$ cat src/hw/rtl/mbet_pkg.sv
// Package: shared types and constants of the escape-time pixel block.
`timescale 1ns / 1ps

package mbet_pkg;

  localparam int unsigned IN_BITS   = 28;
  localparam int unsigned FRAC_BITS = 24;
  localparam int unsigned ITER_BITS = 12;
  localparam int unsigned ZW        = FRAC_BITS + 8;  // Q7.F working values
  localparam int unsigned MW        = FRAC_BITS + 3;  // magnitude below 5.0

  localparam logic [ITER_BITS-1:0] LIMIT_RESET = ITER_BITS'(10);

  // colour numerators: red = (306 i + 50) / 100, green/blue = (k i + 5) / 10
  localparam int unsigned RED_NW = 15;
  localparam int unsigned GB_NW  = 12;
  localparam int unsigned RW     = 13;

  localparam logic [RED_NW-1:0] RED_STEP = RED_NW'(306);
  localparam logic [RED_NW-1:0] RED_BIAS = RED_NW'(50);
  localparam logic [GB_NW-1:0]  GRN_STEP = GB_NW'(102);
  localparam logic [GB_NW-1:0]  BLU_STEP = GB_NW'(204);
  localparam logic [GB_NW-1:0]  GB_BIAS  = GB_NW'(5);

  localparam logic [RW-1:0] RED_RECIP = RW'(5243);  // 2^19 / 100
  localparam int unsigned   RED_SHIFT = 19;
  localparam logic [RW-1:0] GB_RECIP  = RW'(6554);  // 2^16 / 10
  localparam int unsigned   GB_SHIFT  = 16;

  localparam logic [ITER_BITS-1:0] RED_SAT_IDX = ITER_BITS'(84);
  localparam logic [ITER_BITS-1:0] GRN_SAT_IDX = ITER_BITS'(26);
  localparam logic [ITER_BITS-1:0] BLU_SAT_IDX = ITER_BITS'(13);

  typedef enum logic [2:0] {
    ST_IDLE,
    ST_SQX,
    ST_SQY,
    ST_XY,
    ST_UPD
  } state_e;

  typedef struct packed {
    logic signed [IN_BITS-1:0] point_real;
    logic signed [IN_BITS-1:0] point_imag;
  } pixel_in_t;

  typedef struct packed {
    logic                 escaped;
    logic [ITER_BITS-1:0] escape_index;
    logic [7:0]           red;
    logic [7:0]           green;
    logic [7:0]           blue;
  } pixel_out_t;

  typedef struct packed {
    logic clear;
    logic step;
  } shade_ctrl_t;

endpackage

$ cat src/hw/rtl/mbet_shade.sv
// Colour map: running numerators per iteration and reciprocal scaling to 8-bit RGB.
`timescale 1ns / 1ps

module mbet_shade (
  input  logic                           clk_i,
  input  mbet_pkg::shade_ctrl_t          ctrl_i,
  input  logic [mbet_pkg::ITER_BITS-1:0] index_i,
  output logic [7:0]                     red_o,
  output logic [7:0]                     green_o,
  output logic [7:0]                     blue_o
);

  logic [mbet_pkg::RED_NW-1:0] nr_q, nr_d;
  logic [mbet_pkg::GB_NW-1:0]  ng_q, ng_d;
  logic [mbet_pkg::GB_NW-1:0]  nb_q, nb_d;

  logic [mbet_pkg::RED_NW+mbet_pkg::RW-1:0] red_prod;
  logic [mbet_pkg::GB_NW+mbet_pkg::RW-1:0]  grn_prod;
  logic [mbet_pkg::GB_NW+mbet_pkg::RW-1:0]  blu_prod;

  always_comb begin
    nr_d = nr_q;
    ng_d = ng_q;
    nb_d = nb_q;
    if (ctrl_i.clear) begin
      nr_d = mbet_pkg::RED_BIAS;
      ng_d = mbet_pkg::GB_BIAS;
      nb_d = mbet_pkg::GB_BIAS;
    end else if (ctrl_i.step) begin
      nr_d = nr_q + mbet_pkg::RED_STEP;
      ng_d = ng_q + mbet_pkg::GRN_STEP;
      nb_d = nb_q + mbet_pkg::BLU_STEP;
    end
  end

  always_ff @(posedge clk_i) begin
    nr_q <= nr_d;
    ng_q <= ng_d;
    nb_q <= nb_d;
  end

  // numerators wrap only past the saturation index, where they are unused
  assign red_prod = {{mbet_pkg::RW{1'b0}}, nr_q} *
                    {{mbet_pkg::RED_NW{1'b0}}, mbet_pkg::RED_RECIP};
  assign grn_prod = {{mbet_pkg::RW{1'b0}}, ng_q} *
                    {{mbet_pkg::GB_NW{1'b0}}, mbet_pkg::GB_RECIP};
  assign blu_prod = {{mbet_pkg::RW{1'b0}}, nb_q} *
                    {{mbet_pkg::GB_NW{1'b0}}, mbet_pkg::GB_RECIP};

  assign red_o   = (index_i >= mbet_pkg::RED_SAT_IDX) ? 8'hFF :
                   red_prod[mbet_pkg::RED_SHIFT +: 8];
  assign green_o = (index_i >= mbet_pkg::GRN_SAT_IDX) ? 8'hFF :
                   grn_prod[mbet_pkg::GB_SHIFT +: 8];
  assign blue_o  = (index_i >= mbet_pkg::BLU_SAT_IDX) ? 8'hFF :
                   blu_prod[mbet_pkg::GB_SHIFT +: 8];

endmodule

$ cat src/hw/rtl/mandelbrot_escape_time_pixel.sv
// Top level: escape-time iteration of one point on a shared multiplier, with colour output.
//
//  channel   dir  signals                  transfer
//  pixel     in   start, busy, pixel_i     start high and busy low at clk_i edge
//  result    out  done_o, result_o         done_o high for one cycle, always taken
//  config    in   cfg_we_i, cfg_wdata_i    cfg_we_i high at clk_i edge
//
//  One multiplier serves zx^2, zy^2 and zx*zy in turn: each iteration steps through SQX, SQY, XY, UPD.
//  A point runs k iterations before done_o, k being the escape index + 1, or the
//  limit; a limit of 0 gives done_o straight from the transfer, through done_q.
//  busy is high from the transfer until the cycle before done_o (never for a limit of 0).
//  rst_ni clears the sequencer and sets the limit to 10; no clearing pass.
//  The receiver cannot stall; results are never held back.
`timescale 1ns / 1ps

module mandelbrot_escape_time_pixel (
  input  logic                           clk_i,
  input  logic                           rst_ni,
  input  logic                           start,
  output logic                           busy,
  input  mbet_pkg::pixel_in_t            pixel_i,
  output logic                           done_o,
  output mbet_pkg::pixel_out_t           result_o,
  input  logic                           cfg_we_i,
  input  logic [mbet_pkg::ITER_BITS-1:0] cfg_wdata_i
);

  localparam int unsigned ZW = mbet_pkg::ZW;
  localparam int unsigned MW = mbet_pkg::MW;
  localparam int unsigned F  = mbet_pkg::FRAC_BITS;
  localparam int unsigned IB = mbet_pkg::IN_BITS;
  localparam logic signed [ZW-1:0] ESC_POS = ZW'(5) << F;
  localparam logic signed [ZW-1:0] ESC_NEG = -ESC_POS;

  mbet_pkg::state_e state_q, state_d;

  logic [mbet_pkg::ITER_BITS-1:0] iter_q, iter_d;
  logic [mbet_pkg::ITER_BITS-1:0] limit_q;
  logic                           done_q, done_d;
  mbet_pkg::pixel_out_t           res_q, res_d;

  logic signed [ZW-1:0] cx_q, cx_d, cy_q, cy_d;
  logic signed [ZW-1:0] zx_q, zx_d, zy_q, zy_d;
  logic signed [ZW-1:0] xx_q, xx_d, tx_q, tx_d;
  logic [2*MW-1:0]      prod_q, prod_d;

  logic signed [ZW-1:0] zx_abs, zy_abs;
  logic [MW-1:0]        ax, ay, mul_a, mul_b;
  logic [2*MW-1:0]      prod;
  logic signed [ZW-1:0] sq_val, tym, ty, zx_n, zy_n;
  logic                 esc;

  mbet_pkg::shade_ctrl_t shade_ctrl;
  logic [7:0]            red, green, blue;

  mbet_shade u_shade (
    .clk_i   (clk_i),
    .ctrl_i  (shade_ctrl),
    .index_i (iter_q),
    .red_o   (red),
    .green_o (green),
    .blue_o  (blue)
  );

  assign zx_abs = zx_q[ZW-1] ? -zx_q : zx_q;
  assign zy_abs = zy_q[ZW-1] ? -zy_q : zy_q;
  assign ax     = zx_abs[MW-1:0];
  assign ay     = zy_abs[MW-1:0];

  always_comb begin
    case (state_q)
      mbet_pkg::ST_SQX: begin
        mul_a = ax;
        mul_b = ax;
      end
      mbet_pkg::ST_SQY: begin
        mul_a = ay;
        mul_b = ay;
      end
      default: begin
        mul_a = ax;
        mul_b = ay;
      end
    endcase
  end

  assign prod   = {{MW{1'b0}}, mul_a} * {{MW{1'b0}}, mul_b};
  assign sq_val = ZW'(prod_q >> F);
  assign tym    = ZW'(prod_q >> (F - 1));
  assign ty     = (zx_q[ZW-1] != zy_q[ZW-1]) ? -tym : tym;
  assign zx_n   = tx_q + cx_q;
  assign zy_n   = ty + cy_q;
  assign esc    = (zx_n >= ESC_POS) || (zx_n <= ESC_NEG) ||
                  (zy_n >= ESC_POS) || (zy_n <= ESC_NEG);

  always_comb begin
    state_d    = state_q;
    iter_d     = iter_q;
    done_d     = 1'b0;
    res_d      = res_q;
    cx_d       = cx_q;
    cy_d       = cy_q;
    zx_d       = zx_q;
    zy_d       = zy_q;
    xx_d       = xx_q;
    tx_d       = tx_q;
    prod_d     = prod_q;
    shade_ctrl = '0;
    case (state_q)
      mbet_pkg::ST_IDLE: begin
        if (start) begin
          cx_d = {{(ZW-IB-1){pixel_i.point_real[IB-1]}}, pixel_i.point_real, 1'b0};
          cy_d = {{(ZW-IB-1){pixel_i.point_imag[IB-1]}}, pixel_i.point_imag, 1'b0};
          zx_d = '0;
          zy_d = '0;
          iter_d = '0;
          shade_ctrl.clear = 1'b1;
          if (limit_q == '0) begin
            res_d  = '0;
            done_d = 1'b1;
          end else begin
            state_d = mbet_pkg::ST_SQX;
          end
        end
      end
      mbet_pkg::ST_SQX: begin
        prod_d  = prod;
        state_d = mbet_pkg::ST_SQY;
      end
      mbet_pkg::ST_SQY: begin
        xx_d    = sq_val;
        prod_d  = prod;
        state_d = mbet_pkg::ST_XY;
      end
      mbet_pkg::ST_XY: begin
        tx_d    = xx_q - sq_val;
        prod_d  = prod;
        state_d = mbet_pkg::ST_UPD;
      end
      mbet_pkg::ST_UPD: begin
        zx_d = zx_n;
        zy_d = zy_n;
        if (esc) begin
          res_d.escaped      = 1'b1;
          res_d.escape_index = iter_q;
          res_d.red          = red;
          res_d.green        = green;
          res_d.blue         = blue;
          done_d             = 1'b1;
          state_d            = mbet_pkg::ST_IDLE;
        end else if (iter_q == limit_q - 1'b1) begin
          res_d   = '0;
          done_d  = 1'b1;
          state_d = mbet_pkg::ST_IDLE;
        end else begin
          iter_d          = iter_q + 1'b1;
          shade_ctrl.step = 1'b1;
          state_d         = mbet_pkg::ST_SQX;
        end
      end
      default: begin
        state_d = mbet_pkg::ST_IDLE;
      end
    endcase
  end

  always_ff @(posedge clk_i or negedge rst_ni) begin
    if (!rst_ni) begin
      state_q <= mbet_pkg::ST_IDLE;
      iter_q  <= '0;
      done_q  <= 1'b0;
    end else begin
      state_q <= state_d;
      iter_q  <= iter_d;
      done_q  <= done_d;
    end
  end

  always_ff @(posedge clk_i or negedge rst_ni) begin
    if (!rst_ni) begin
      limit_q <= mbet_pkg::LIMIT_RESET;
    end else if (cfg_we_i) begin
      limit_q <= cfg_wdata_i;
    end
  end

  always_ff @(posedge clk_i) begin
    res_q  <= res_d;
    cx_q   <= cx_d;
    cy_q   <= cy_d;
    zx_q   <= zx_d;
    zy_q   <= zy_d;
    xx_q   <= xx_d;
    tx_q   <= tx_d;
    prod_q <= prod_d;
  end

  assign busy     = (state_q != mbet_pkg::ST_IDLE);
  assign done_o   = done_q;
  assign result_o = res_q;

  a_done_source: assert property (@(posedge clk_i) disable iff (!rst_ni)
    $rose(done_o) |-> $past(state_q == mbet_pkg::ST_UPD) || $past(start && !busy))
    else $error("result strobe without a finished point");

  a_index_below_limit: assert property (@(posedge clk_i) disable iff (!rst_ni)
    done_o && result_o.escaped |-> result_o.escape_index < limit_q)
    else $error("escape index not below limit");

  a_black_when_inside: assert property (@(posedge clk_i) disable iff (!rst_ni)
    done_o && !result_o.escaped |->
      result_o.escape_index == '0 && result_o.red == '0 &&
      result_o.green == '0 && result_o.blue == '0)
    else $error("non-escaped point not black");

  a_iter_in_range: assert property (@(posedge clk_i) disable iff (!rst_ni)
    busy |-> iter_q < limit_q)
    else $error("iteration counter past limit");

  a_done_ends_busy: assert property (@(posedge clk_i) disable iff (!rst_ni)
    done_o |-> !busy || $past(!busy))
    else $error("result strobe while a point is still in flight");

endmodule

$ cat config.mk
export PLATFORM = sky130hd
export DESIGN_NAME = mandelbrot_escape_time_pixel
export DESIGN_NICKNAME = d
export VERILOG_FILES = /design/src/hw/rtl/mbet_pkg.sv /design/src/hw/rtl/mbet_shade.sv /design/src/hw/rtl/mandelbrot_escape_time_pixel.sv
export SDC_FILE = /design/constraint.sdc
export NUM_CORES = 2
export LEC_CHECK = 0
export BUFFER_PORTS_ARGS = -buffer_cell sky130_fd_sc_hd__buf_2
export CORE_UTILIZATION = 38
export CTS_CLUSTER_SIZE = 40
export DETAILED_ROUTE_END_ITERATION = 10
export SLEW_MARGIN = 30
export SYNTH_ARGS = -nofsm -noshare
export SYNTH_HDL_FRONTEND = slang
export SYNTH_SLANG_ARGS = --single-unit
$ cat constraint.sdc
create_clock -name clk_i -period 20.2 [get_ports clk_i]
set_input_delay 2.02 -clock clk_i [delete_from_list [all_inputs] [get_ports clk_i]]
set_output_delay 2.02 -clock clk_i [all_outputs]
set_load 0.02 [all_outputs]
---- After elaboration in Yosys (flattened, before gate mapping) ----
Index checks and enable logic that the tools add are counted.
cells by class
  multipliers ............................. 4
  shifts and indexed selects .............. 0
  bitwise logic cells ..................... 0
  $add $sub $neg .......................... 11
  muxes and demuxes ....................... 35
  divide/modulo/power cells ............... 0
  eq/ne operators ......................... 12
  reductions and logical operators ........ 13
  magnitude comparators ................... 7
operator list
  operator                                                           count
  two-way mux 37 bit                                                 4
  one-hot mux 32 bit (2 select lines)                                2
  two-way mux 27 bit                                                 4
  one-hot mux 37 bit (2 select lines)                                1
  adder 32 x 29 -> 32 bit                                            2
  >= comparator 32 x 28 -> 1 bit (second input constant)             2
  less-or-equal comparator 32 x 28 -> 1 bit (second input constant)  2
  two-way mux 32 bit                                                 2
  multiplier 27 x 27 -> 54 bit                                       1
  negation 27 bit                                                    2
  multiplier 12 x 12 -> 23 bit (second input constant)               2
  two-way mux 12 bit                                                 3
  negation 31 -> 32 bit                                              1
  subtractor 30 x 30 -> 31 bit                                       1
  multiplier 15 x 13 -> 27 bit (second input constant)               1
  two-way mux 8 bit                                                  3
  one-hot mux 12 bit (2 select lines)                                1
  adder 15 x 9 -> 15 bit (second input constant)                     1
  one-hot mux 3 bit (5 select lines)                                 1
  adder 12 x 1 -> 12 bit (second input constant)                     1
  adder 12 x 7 -> 12 bit (second input constant)                     1
  adder 12 x 8 -> 12 bit (second input constant)                     1
  == test 12 bit                                                     1
  >= comparator 12 x 4 -> 1 bit (second input constant)              1
  other kinds (20)                                                   41
word-level totals
  output and inout port bits .............. 39
  bits in writable memories ............... 0
  word-level logic and storage cells ...... 101
  input port bits ......................... 72
  memories kept ........................... 0
  bits in read-only memories .............. 0
  register bits ........................... 340
  bits in latches ......................... 0

---- Depth between registers and ports, before layout ----
  depth after elaboration ................. 8
  depth in mapped cells ................... 39

---- Hierarchy ----
From an unflattened synthesis, not the netlist that was laid out.
second synthesis, totals
  cell total of the unflattened synthesis .. 5294
  area, all modules ....................... 49147.1 µm²
modules (own cells, without submodules)
  module                        sequential area each (µm²)  area an instance (µm²)  times used  cells each
  mandelbrot_escape_time_pixel  7940.1                      39370.3                 1           4259
  mbet_shade                    700.7                       9776.9                  1           1035

---- Worst setup path before layout ----
Ideal clock, no wire load.
  kind .................................... register to register
  from .................................... register zx_q[5]
  to ...................................... register prod_q[53], data pin
  arrival ................................. 9604 ps
  clock period less this slack ............ 9864 ps
  path buffers ............................ 1
  library setup time ...................... 260 ps
  slack ................................... 10336 ps
  stages on the path, launching flop included .. 39
  path through ............................ edfxtp_1 nor4_2 nand3_1 or4_1 or4_1 or4_1 o21ai_1 nand2_1 xor2_1 nor2_1 a21oi_1 clkbuf_1 nand2_1 fa_1 inv_1 fa_1 fa_1 inv_1 (+3 left out) fa_1 inv_1 fa_1 inv_1 ha_1 a21o_1 a21oi_1 o21ai_0 a21oi_1 o21ai_0 a21oi_1 o31ai_1 o211ai_1 nand3b_1 a41o_1 a31o_2 a21oi_1 xnor2_1
between the ends
  word-level cells in the longest chain between the ends .. 4
  elaborated cells on any way between the ends .. 5
  classes of those cells .................. add/sub (1); mul (1); mux (3)
RTL lines
  element                         RTL line                             text
  from (decl)                     mandelbrot_escape_time_pixel.sv:43   logic signed [ZW-1:0] zx_q, zx_d, zy_q, zy_d;
  from (signal assigned)          mandelbrot_escape_time_pixel.sv:191  zx_q <= zx_d;
  negation 27 bit                 mandelbrot_escape_time_pixel.sv:65   assign zx_abs = zx_q[ZW-1] ? -zx_q : zx_q;
  two-way mux 27 bit *            mandelbrot_escape_time_pixel.sv:65
  two-way mux 27 bit              mandelbrot_escape_time_pixel.sv:71   case (state_q)
  multiplier 27 x 27 -> 54 bit *  mandelbrot_escape_time_pixel.sv:87   assign prod = {{MW{1'b0}}, mul_a} * {{MW{1'b0}}, mul_b};
  via prod[53]                    mandelbrot_escape_time_pixel.sv:49   logic [2*MW-1:0] prod;
  to (signal assigned)            mandelbrot_escape_time_pixel.sv:195  prod_q <= prod_d;
  to (decl)                       mandelbrot_escape_time_pixel.sv:45   logic [2*MW-1:0] prod_q, prod_d;
The timed path passes the listed nets; every way through them passes the cells marked *.
A chain may end at the register's enable or synchronous reset.

---- Worst setup path in the final report ----
  from .................................... register zx_q[2]
  to ...................................... register prod_q[53], data pin
Same word-level chain as after synthesis.

==> metrics.log <==
[metrics] #FFs+latches synth: 304
[metrics] via density per instance: 5.21
[metrics] most area-consuming cells after synthesis: fa_1 31%, edfxtp_1 15%, ha_1 14%
[metrics] buffers from clock root to sink, at most: 3
[metrics] post-synthesis sequential area ratio: 17.8%
[metrics] post-layout worst setup margin: 8.60 ns
[metrics] height of the die: 359 um
[metrics] initial antenna violation count: 5
[metrics] GR Util All Layers: 21.5%
[metrics] total CTS buffers: 39
[metrics] post-CTS repair timing setup buffer count: 0
[metrics] DIE AREA: roughly 130000 sq um
[metrics] remaining antenna violation count after routing: 0
[metrics] Seq. cell area: ~8600 sq um
[metrics] Total Wirelength: 138 mm
[metrics] slew at the pin closest to its max-slew limit: 1.06 ns
[metrics] global routing usage on met1: 29.5%
[metrics] final RePlAce weighted congestion: 0.939
[metrics] met2 track demand over resource: between 30% and 40%
[metrics] post-synthesis instance area: between 40000 and 50000 sq um
[metrics] growth of design area from synthesis to finish: 8.51%
[metrics] multi-input combinational cell area: 35500 sq um
[metrics] Largest stage delay, worst path: 0.76 ns
[metrics] number of instances in the synthesized netlist: 5233
[metrics] remaining global-route overflow: 0
[metrics] Place WS: just under 9 ns
[metrics] Via Count: 36300
[metrics] setup_tns: 0 ns
[metrics] post-route core utilization: 41.8%
[metrics] largest net degree at the start of global routing: 59
[metrics] fraction of layout cells with a size suffix above 1: 6.36%
[metrics] placement row count: 130
[metrics] clock-pin transition on the worst setup and hold timing paths: approximately 0.06 ns
[metrics] type of the worst setup path: reg -> reg
[metrics] fraction of post-synthesis cell area in the top cell type by area: 31.2%
[metrics] DPL Wire Length: 108 mm
[metrics] Tmin final: 11.60 ns
[metrics] grt peak-use layer: met2
[metrics] clock sink count: 304
[metrics] number of filler cells placed in the layout: 12400
[metrics] count of cell types in the netlist: 95
[metrics] clock tree from TritonCTS: built
[metrics] starting DRC count in detailed routing: 2600
[metrics] arrival time of data at the critical path endpoint: 11.91 ns
[metrics] synthesized area per cell: 9.28 sq um
[metrics] maximum fanout count along the critical path: 10
[metrics] RSZ-0062 raised after global routing: no
[metrics] final slew viol count: 0
[metrics] initial core utilization: 38.5%
[metrics] most frequent cells after synthesis: 1048 x inv_1, 757 x fa_1, 712 x nand2_1
[metrics] routed length per instance: 19.8 um
[metrics] number of ports placed on the die boundary: 111
[metrics] area of the core region: about 130000 sq um
[metrics] global-route wire length before repair: 216 mm
[metrics] number of nets in the finished design: 6669
[metrics] Clock Root Buffer: clkbuf_16
[metrics] Max Cap Viol: 0
[metrics] number of enable flip-flop cells after synthesis: roughly 240
[metrics] number of DRC violations after detailed routing: 0
[metrics] outcome: finished, final reports clean
[metrics] met3 capacity usage during global routing: roughly 3.0%
[metrics] yosys synthesis warning count: 0
[metrics] maximum clock rate: around 86 MHz
[metrics] ys async rst share: 9.21%
[metrics] kind of start point of the critical path: flop
[metrics] Critical Path Slowest Stage Cell: a21oi_1
[metrics] number of detailed-route iterations in the first pass: 6
[metrics] most frequent cell after synthesis: inv_1
[metrics] most frequent CP cell: fa_1
[metrics] horizontal die dimension: approximately 360 um
[metrics] clock insertion delay at the later pin of the skew report: 0.58 ns
[metrics] required time at the worst-slack endpoint: 20.51 ns
[metrics] # resized after CTS: 0
[metrics] Critical Path Sink Type: flop
[metrics] Synthesized Nets: 6618
[metrics] # hold bufs at CTS: 0
[metrics] worst min-delay path class: reg -> reg
[metrics] relative max-transition margin: between 20% and 30%
[metrics] # setup viols final: 0
[metrics] number of H-tree levels: 2
[metrics] count of endpoints failing hold in the final timing report: 0
[metrics] cell type contributing the most total cell area after synthesis: fa_1
[metrics] vias in the first global route: 37200
[metrics] Port-buffer cells: 110
[metrics] Fin Clk Skew: 0.0300 ns
[metrics] share of the cycle needed by the critical path after routing: between 50% and 60%
[metrics] prevailing post-synth register cell: edfxtp_1
area by class of cell:
cell class | count | share of cell area [%]
inverters | 1049 | 7.47
clock buffers | 44 | 1.89
diodes | 1 | 0.00475
multi-input cells | 3708 | 67.4
clock inverters | 27 | 0.829
repair buffers | 182 | 2.11
flip-flops and latches | 304 | 16.4
well taps | 1650 | 3.92
worst max-delay path: cells and delay by family (launching register included):
kind,cells,cell delay [ns]
xor+xnor,2,0.32
buf+inv,7,0.79
simple gates,9,2.45
compound gates,13,3.47
flops,1,0.45
fa+ha+maj,8,3.88
state kept, by name, indices dropped and copies added, names as in the netlist:
register,flops
u_shade.nb_q,10
prod_q,31
iter_q,12
cx_q,28
result_o,37
limit_q,12
zx_q,28
u_shade.ng_q,11
tx_q,31
state_q,3
zy_q,28
cy_q,28
u_shade.nr_q,14
xx_q,30
done_o,1
cells in the final DEF, fill, tap and decap left out, types with 23 or more instances in the layout:
master and count:
o31ai_1 27, nand3_1 56, inv_1 1047, and2_1 63, ha_1 556, fa_1 757, nor3_1 49, a31oi_1 23
nor2_1 403, and3_1 36, xor2_1 93, xnor2_1 125, dfrtp_1 26, o21a_1 40, dfxtp_1 35, clkbuf_16 39
a21oi_1 167, nand2_1 710, edfxtp_1 241, nor2b_1 27, nand4_1 29, nand2b_1 33, a21o_1 64, o21ai_0 108
buf_4 71, or4_1 26, buf_2 110
cells by family after synthesis:
family / after synthesis / synth area share (%)
simple gates: 1526 / 14.0
fa+ha+maj: 1313 / 45.5
buf+inv: 1221 / 9.52
compound gates: 592 / 8.00
flops: 304 / 17.8
xor+xnor: 219 / 3.95
mux: 58 / 1.24
per-layer routing:
layer	routed length, um	up-vias
met2	63900	1168
met5	0	-
met4	4480	0
met1	60300	18200
li1	-	16700
met3	9320	231
stage by stage:
stage / std cells / hold slack, ns / area, sq um
floorplan: 5233 / 0.426 / 48600
global placement: 6892 / 0.445 / 51200
detailed placement: 6893 / 0.457 / 51300
CTS: 6964 / 0.463 / 52700
global route: 6965 / 0.479 / 52700
finish: 6965 / 0.465 / 52700
path summary, 6_finish.rpt:
path | startpoint | end | slack (ns) | depth (start not counted)
max | zx_q[2]$_SDFFCE_PN0P_ | prod_q[53]$_DFFE_PP_ | 8.60 | 39
min | prod_q[33]$_DFFE_PP_ | xx_q[9]$_DFFE_PP_ | 0.47 | 0
max reg2reg | zx_q[2]$_SDFFCE_PN0P_ | prod_q[53]$_DFFE_PP_ | 8.60 | 39
min reg2reg | prod_q[33]$_DFFE_PP_ | xx_q[9]$_DFFE_PP_ | 0.47 | 0
max in group asynchronous | rst_ni | limit_q[4]$_DFFE_PN0P_ | 18.27 | 1
min in group asynchronous | rst_ni | iter_q[1]$_DFFE_PN0P_ | 1.48 | 1
Power is left out: the tool's default activity adds up to more than one toggle a clock period on the data nets, which glitch-free logic cannot reach.
